`src/rtl/core/csvt_pkg.sv`:
```
// ----------------------------------------------------------------------------
// csvt_pkg: shared types and constants of the CSV byte tokenizer
// Parse state codes, status codes, register indexes and the structs passed
// between the parse step and the top level.
// ----------------------------------------------------------------------------
`default_nettype none

package csvt_pkg;

	// parse state codes
	localparam logic [2:0] PS_SOST = 3'd0;  // start of start of term
	localparam logic [2:0] PS_SOT  = 3'd1;  // start of term
	localparam logic [2:0] PS_CR   = 3'd2;  // after CR
	localparam logic [2:0] PS_UNQ  = 3'd3;  // in unquoted term
	localparam logic [2:0] PS_QUO  = 3'd4;  // in quoted term
	localparam logic [2:0] PS_ENDQ = 3'd5;  // after closing quote

	// result status codes
	localparam logic [1:0] RC_OK   = 2'd0;
	localparam logic [1:0] RC_TERM = 2'd1;
	localparam logic [1:0] RC_ROW  = 2'd2;
	localparam logic [1:0] RC_ERR  = 2'd3;

	// configuration register indexes
	localparam logic REG_SEPARATOR = 1'b0;
	localparam logic REG_LIMIT     = 1'b1;

	localparam logic [7:0] SEPARATOR_RST = 8'd44;
	localparam logic [7:0] LIMIT_RST     = 8'd64;

	localparam logic [7:0] CH_CR    = 8'h0D;
	localparam logic [7:0] CH_LF    = 8'h0A;
	localparam logic [7:0] CH_QUOTE = 8'h22;

	typedef struct packed {
		logic [2:0] parse_state;
		logic [7:0] term_count;
	} parse_t;

	typedef struct packed {
		logic [1:0] status;
		logic       byte_stored;
		logic [7:0] stored_index;
		logic [7:0] term_length;
	} result_t;

endpackage

`default_nettype wire

```
`src/rtl/core/csvt_step.sv`:
```
// ----------------------------------------------------------------------------
// csvt_step: parse step for one byte
// Computes the next parse state, the term count and the result of one byte.
// ----------------------------------------------------------------------------
`default_nettype none

module csvt_step
	import csvt_pkg::*;
(
	input  wire logic [7:0] in_byte,
	input  wire logic [7:0] separator,
	input  wire logic [7:0] limit,
	input  wire parse_t     cur,
	output parse_t          nxt,
	output result_t         res
);

	logic [2:0] st;
	logic [7:0] cnt;
	logic [1:0] rc;
	logic       stored;
	logic [7:0] idx;
	logic       begin_term;
	logic       open_term;
	logic       unq;
	logic       end_check;
	logic       end_hit;
	logic       append;

	always_comb begin
		st         = cur.parse_state;
		cnt        = cur.term_count;
		rc         = RC_OK;
		stored     = 1'b0;
		idx        = 8'd0;
		begin_term = 1'b0;
		open_term  = 1'b0;
		unq        = 1'b0;
		end_check  = 1'b0;
		end_hit    = 1'b0;
		append     = 1'b0;

		if (limit == 8'd0) begin
			rc = RC_ERR;
		end else begin
			case (cur.parse_state)
				PS_SOST: begin
					begin_term = 1'b1;
				end
				PS_CR: begin
					if (in_byte == CH_LF) begin
						st = PS_SOST;
					end else begin
						begin_term = 1'b1;
					end
				end
				PS_SOT: begin
					open_term = 1'b1;
				end
				PS_UNQ: begin
					unq = 1'b1;
				end
				PS_QUO, PS_ENDQ: begin
					if (in_byte == CH_QUOTE) begin
						st = PS_ENDQ;
					end else if (cur.parse_state == PS_ENDQ) begin
						end_check = 1'b1;
					end else begin
						append = 1'b1;
					end
				end
				default: begin
					rc = RC_ERR;
				end
			endcase

			// a new term clears the count before the byte is looked at
			if (begin_term) begin
				cnt       = 8'd0;
				open_term = 1'b1;
			end
			if (open_term) begin
				if (in_byte == CH_QUOTE) begin
					st = PS_QUO;
				end else begin
					st  = PS_UNQ;
					unq = 1'b1;
				end
			end

			if (unq || end_check) begin
				end_hit = 1'b1;
				if (in_byte == separator) begin
					st = PS_SOST;
					rc = RC_TERM;
				end else if (in_byte == CH_CR) begin
					st = PS_CR;
					rc = RC_ROW;
				end else if (in_byte == CH_LF) begin
					st = PS_SOST;
					rc = RC_ROW;
				end else begin
					end_hit = 1'b0;
				end
				if (!end_hit) begin
					if (end_check) begin
						rc = RC_ERR;
					end else begin
						append = 1'b1;
					end
				end
			end

			// drop the byte when the term is full
			if (append) begin
				if (({1'b0, cnt} + 9'd1) >= {1'b0, limit}) begin
					rc = RC_ERR;
				end else begin
					stored = 1'b1;
					idx    = cnt;
					cnt    = cnt + 8'd1;
				end
			end
		end
	end

	assign nxt.parse_state  = st;
	assign nxt.term_count   = cnt;
	assign res.status       = rc;
	assign res.byte_stored  = stored;
	assign res.stored_index = idx;
	assign res.term_length  = cnt;

endmodule

`default_nettype wire

```
`src/rtl/core/csv_byte_tokenizer.sv`:
```
// ----------------------------------------------------------------------------
// csv_byte_tokenizer: CSV byte tokenizer top level
// Splits comma-separated text, one byte per beat, into terms and rows and
// reports per byte its status and where it lands in the current term.
// ----------------------------------------------------------------------------
//
// channel   direction  handshake            payload
// in        sink       in_valid/in_ready    in_byte
// out       source     out_valid/out_ready  status, byte_stored,
//                                           stored_index, term_length
// cfg       sink       cfg_wr_en            cfg_index, cfg_data
//
// One byte per cycle sustained while the output is not stalled; an accepted
// input beat reaches the output via the input register, then the result register.
// The parse state update sits between the two registers and sets the rate.
// Reset puts the parser at start of term with a zero count and loads the
// register defaults (separator 44, limit 64).
// A stalled output holds its beat; the input keeps accepting until both
// stages are full.
// ----------------------------------------------------------------------------
`default_nettype none

module csv_byte_tokenizer
	import csvt_pkg::*;
(
	input  wire logic       clk,
	input  wire logic       arst_n,
	input  wire logic       in_valid,
	output logic            in_ready,
	input  wire logic [7:0] in_byte,
	output logic            out_valid,
	input  wire logic       out_ready,
	output logic [1:0]      status,
	output logic            byte_stored,
	output logic [7:0]      stored_index,
	output logic [7:0]      term_length,
	input  wire logic       cfg_wr_en,
	input  wire logic       cfg_index,
	input  wire logic [7:0] cfg_data
);

	logic [7:0] separator_q;
	logic [7:0] limit_q;
	parse_t     parse_q;
	parse_t     parse_nxt;
	result_t    res_nxt;

	logic       valid_s1;
	logic [7:0] byte_s1;
	logic       valid_s2;
	result_t    res_s2;
	logic       adv_s1;

	assign adv_s1   = valid_s1 && (!valid_s2 || out_ready);
	assign in_ready = !valid_s1 || adv_s1;

	always_ff @(posedge clk or negedge arst_n) begin
		if (!arst_n) begin
			separator_q <= SEPARATOR_RST;
			limit_q     <= LIMIT_RST;
		end else if (cfg_wr_en) begin
			if (cfg_index == REG_SEPARATOR) begin
				separator_q <= cfg_data;
			end else if (cfg_index == REG_LIMIT) begin
				limit_q <= cfg_data;
			end
		end
	end

	always_ff @(posedge clk or negedge arst_n) begin
		if (!arst_n) begin
			valid_s1 <= 1'b0;
		end else if (in_ready) begin
			valid_s1 <= in_valid;
		end
	end

	always_ff @(posedge clk) begin
		if (in_valid && in_ready) begin
			byte_s1 <= in_byte;
		end
	end

	csvt_step u_step (
		.in_byte   (byte_s1),
		.separator (separator_q),
		.limit     (limit_q),
		.cur       (parse_q),
		.nxt       (parse_nxt),
		.res       (res_nxt)
	);

	// advance the parse state only when the beat moves into the result stage
	always_ff @(posedge clk or negedge arst_n) begin
		if (!arst_n) begin
			parse_q.parse_state <= PS_SOST;
			parse_q.term_count  <= 8'd0;
			valid_s2            <= 1'b0;
		end else begin
			if (adv_s1) begin
				parse_q  <= parse_nxt;
				valid_s2 <= 1'b1;
			end else if (out_ready) begin
				valid_s2 <= 1'b0;
			end
		end
	end

	always_ff @(posedge clk) begin
		if (adv_s1) begin
			res_s2 <= res_nxt;
		end
	end

	assign out_valid    = valid_s2;
	assign status       = res_s2.status;
	assign byte_stored  = res_s2.byte_stored;
	assign stored_index = res_s2.stored_index;
	assign term_length  = res_s2.term_length;

endmodule

`default_nettype wire

```
`config.mk`:
```
export PLATFORM = sky130hd
export DESIGN_NAME = csv_byte_tokenizer
export DESIGN_NICKNAME = d
export VERILOG_FILES = /design/src/rtl/core/csvt_pkg.sv /design/src/rtl/core/csvt_step.sv /design/src/rtl/core/csv_byte_tokenizer.sv
export SDC_FILE = /design/constraint.sdc
export NUM_CORES = 1
export LEC_CHECK = 0
export ABC_AREA = 0
export ABC_CLOCK_PERIOD_IN_PS = 6800
export BUFFER_PORTS_ARGS = -buffer_cell sky130_fd_sc_hd__buf_2
export CAP_MARGIN = 40
export CORE_ASPECT_RATIO = 0.9
export CORE_MARGIN = 2
export CORE_UTILIZATION = 25
export DETAILED_ROUTE_END_ITERATION = 8
export GPL_ROUTABILITY_DRIVEN = 0
export HOLD_SLACK_MARGIN = 0.1
export SETUP_SLACK_MARGIN = 0.3
export SYNTH_ARGS = -nofsm -noshare
export SYNTH_HDL_FRONTEND = slang
export SYNTH_SLANG_ARGS = --single-unit
```
`constraint.sdc`:
```
create_clock -name clk -period 6.8 [get_ports clk]
set_clock_uncertainty 0.15 [all_clocks]
set_input_delay 1.36 -clock clk [delete_from_list [all_inputs] [get_ports clk]]
set_output_delay 1.36 -clock clk [all_outputs]
set_load 0.03 [all_outputs]
```
==> key figures <==
Logic synthesis
  • Area contributors post-synth: edfxtp_1 27%, dfrtp_1 21%, mux2_2 6.0%, xnor2_1 3.8%, ha_1 3.8%
  • EDFF count, synth: 27
  • Mean post-synth cell area: 11.1 um^2
  • Simple-gate share of the synthesized area: between 15 and 20%
  • Synth Instances: 269
  • Synth Flop Type: edfxtp_1
  • Largest family of logic cells by synthesized area: simple AND/OR/NAND/NOR gates
  • Adder-cell share of the synthesized area: approximately 3.8%
  • #FFs+latches synth: 56
  • Asr flop ratio synth: 51.8%
  • XOR/XNOR Fraction of Synth Area: 4.40%
  • Post-synthesis mux area share: 6.53%
  • Synth area leader: edfxtp_1
  • Synth Net Count: 300
  • YS warnings: 0
  • Register area share after synthesis: between 50 and 60%
  • Synth top area share: 27.1%
  • Compound-Gate Fraction of Synth Area: a little over an eighth
  • Cell Area, Synth: between 0.002 and 0.003 mm^2
  • Distinct cell type count after synthesis: 53

Timing
  • Setup-failing EPs final: 0
  • Max transition margin: between 50% and 60%
  • RSZ-0062 raised after global routing: no
  • Max Clk Rate: 0.224 GHz
  • Final hold violations: 0
  • Tightest Pin Transition: 702 ps
  • Fin Setup TNS: 0 ps
  • Final-report max-slew violation count: 0
  • Final period util: roughly two thirds
  • Final critical-path required period: between 4000 and 5000 ps
  • Min Hold Slack: 351 ps

Die
  • Row cnt: 37
  • Core footprint: ~0.012 mm^2
  • Die area: 0.0128 mm^2
  • Initial core utilization: approximately 26%
  • Number of top-level pins: 43
  • Die X: 119 um
  • Chip Height: about 110 um

Critical path
  • WP data required: ~6700 ps
  • CP max FO: 25
  • WS Path Type: reg -> reg
  • Worst setup EP type: register
  • CP Launch Type: register
  • WP data arrival: between 4000 and 5000 ps

Run status
  • Outcome: completed

Pwr
  • Clock share of power: approximately a fifth
  • NetSw: 453 uW
  • Comb pwr share: 37.1%
  • Total power: ~1.2 mW
  • Seq pwr share: a little over two fifths
  • Internal: between 700 and 800 uW
  • Peak supply drop: about 0.12 mV
  • P per Cell Area: 353 mW/mm^2
  • Sw Ratio: 36.8%
  • Leak: roughly 1.4 nW

Global routing
  • GRT Residual Overflow: 0
  • First-pass GRT wire length: 10.6 mm
  • Vias in the first global route: between 2000 and 2500
  • Largest net degree at the start of global routing: 30
  • Total GRT Usage: roughly a tenth
  • Initial antenna violation count: 0

Run
  • Max-Cap Viols: 0

Route
  • First-pass DRT Iterations: 4
  • Initial DRC Count: between 100 and 150
  • DR vias/cell: about 4.6
  • Total Wirelength: 6.26 mm
  • Via count: about 2100
  • Routed wire per std cell: 13.6 um
  • ANT nets after route: 0
  • DR DRC count: 0

Layout
  • Filler instances: ~1200
  • Fraction of layout instances using a drive strength above 1: 26.0%
  • Nets@finish: 334
  • Total area of sequential cells: about 0.0015 mm^2
  • Area Overhead vs Synth: 16.6%
  • # diodes: 0
  • Design area: roughly 0.0035 mm^2
  • Multi-input logic area: approximately 0.0013 mm^2
  • Post-layout util: 30.2%

Clocking
  • CTS tree: built
  • Hold buffers post-CTS: 0
  • Root cell of the clock tree: clkbuf_16
  • Num CTS Buffers: 5
  • Reg clk slew, reported paths: around 70 ps
  • Worst skew pair latency: 290 ps
  • Clock Tree Buf Depth: 2
  • H-Tree Depth: 2
  • # resized after CTS: 0
  • Post-CTS Setup Inserts: 0
  • TritonCTS Sinks: 56

Place
  • Dpl hpwl: approximately 4.7 mm
  • PortBufs: 42
  • Post-placement cell area: roughly 0.0033 mm^2

Min path
  • Hold Crit Class: reg -> reg
power by group through the flow:
stage | clock network (mW) | logic (mW) | registers, mW
6_report | 0.258 | 0.456 | 0.516
5_1_grt | 0.277 | 0.509 | 0.530
4_1_cts | 0.267 | 0.459 | 0.517
3_5_place_dp | 0 | 0.458 | 0.523
3_3_place_gp | 0 | 0.447 | 0.522
2_1_floorplan | 0 | 0.328 | 0.549
final cells by class:
type | count | area share [%]
Clock buffer | 8 | 4.20
Inverter | 10 | 1.08
Timing Repair Buffer | 43 | 6.47
Tap cell | 156 | 5.60
Multi-Input combinational cell | 187 | 38.4
Sequential cell | 56 | 44.3
critical path: stages (launching register included):
cell      delay [ps]
edfxtp_1         420
nor3_2           390
nand4_1          190
nand2_1          280
and2_1           230
ha_1             310
and3_1           250
and3_1           230
xnor2_1          130
nor2_1            60
ha_1             290
nand3_1          100
nor2_1            60
a21oi_1          180
o211ai_2         130
and2b_4          430
o21ai_1          140
a22o_1           260
per-layer routing:
metal,up-vias,share of wire (%),GRT usage [%]
li1,1052,-,-
met1,961,50,15.0
met2,76,43,15.3
met3,9,6.3,2.28
met4,0,1.1,2.89
met5,-,0,0
cells in the mapped netlist (all sizes together) (2+ instances only):
master and number:
nand2 15, ha 9, nor2b 4, and3 16, a21oi 5, xor2 2, mux2 17, inv 10
nand3 11, a32oi 3, nand3b 2, a211oi 2, buf 3, a32o 2, clkbuf 13, a22o 5
o21ai 10, nand2b 5, dfrtp 25, nor3 6, o31ai 2, nor4 2, and2 7, o211ai 6
a2bb2oi 2, a31oi 4, dfstp 4, edfxtp 27, xnor2 13, nor2 20, nand4 3
cell usage in the layout (no fill, tap or decap), types with 2 or more instances in the layout:
| cell type | n |
|---|---|
| inv_1 | 10 |
| xnor2_1 | 13 |
| nand3b_1 | 2 |
| mux2_2 | 16 |
| nand4_1 | 3 |
| o211ai_1 | 5 |
| edfxtp_1 | 27 |
| and2_1 | 6 |
| dfrtp_1 | 25 |
| nor2b_1 | 4 |
| nand2_1 | 15 |
| nand2b_1 | 5 |
| xor2_1 | 2 |
| and3_1 | 16 |
| clkbuf_16 | 5 |
| clkbuf_1 | 2 |
| nor3_1 | 5 |
| a32o_1 | 2 |
| nor2_1 | 20 |
| dfstp_2 | 4 |
| nand3_1 | 11 |
| a31oi_1 | 4 |
| a211oi_1 | 2 |
| a32oi_1 | 3 |
| buf_2 | 42 |
| o21ai_0 | 7 |
| nor4_1 | 2 |
| a21oi_1 | 5 |
| o21ai_1 | 3 |
| ha_1 | 9 |
| a22o_1 | 5 |
| o31ai_1 | 2 |
final timing paths:
check,endpoint,cells past startpoint,start,slack [ps]
setup / recovery,term_length[1],17,byte_s1[4],2330
hold / removal,out_valid,1,valid_s1,350
setup reg to reg,term_length[1],17,byte_s1[4],2330
hold reg to reg,out_valid,1,valid_s1,350
max in group asynchronous,parse_q[7],1,arst_n,5080
min in group asynchronous,separator_q[6],1,arst_n,960
sequential cells by signal (all words and copies together), names as in the netlist:
signal and flops:
parse_q 11, limit_q 8, byte_s1 8, status 2
out_valid 1, stored_index 8, byte_stored 1, term_length 8
valid_s1 1, separator_q 8
cell families after synthesis:
logic type | count (synthesis)
AOI/OAI and AO/OA | 52
adders and majority gates | 9
muxes | 17
buffers and inverters | 26
xor gates and xnor gates | 15
DFF | 56
and+or+nand+nor | 94
stage by stage:
step / worst slack, ps / std cells
2_1_floorplan: 2990 / 269
3_3_place_gp: 2550 / 451
3_5_place_dp: 2390 / 452
4_1_cts: 2360 / 460
5_1_grt: 1980 / 460
6_report: 2330 / 460
Power figures use the tool's default switching activity.
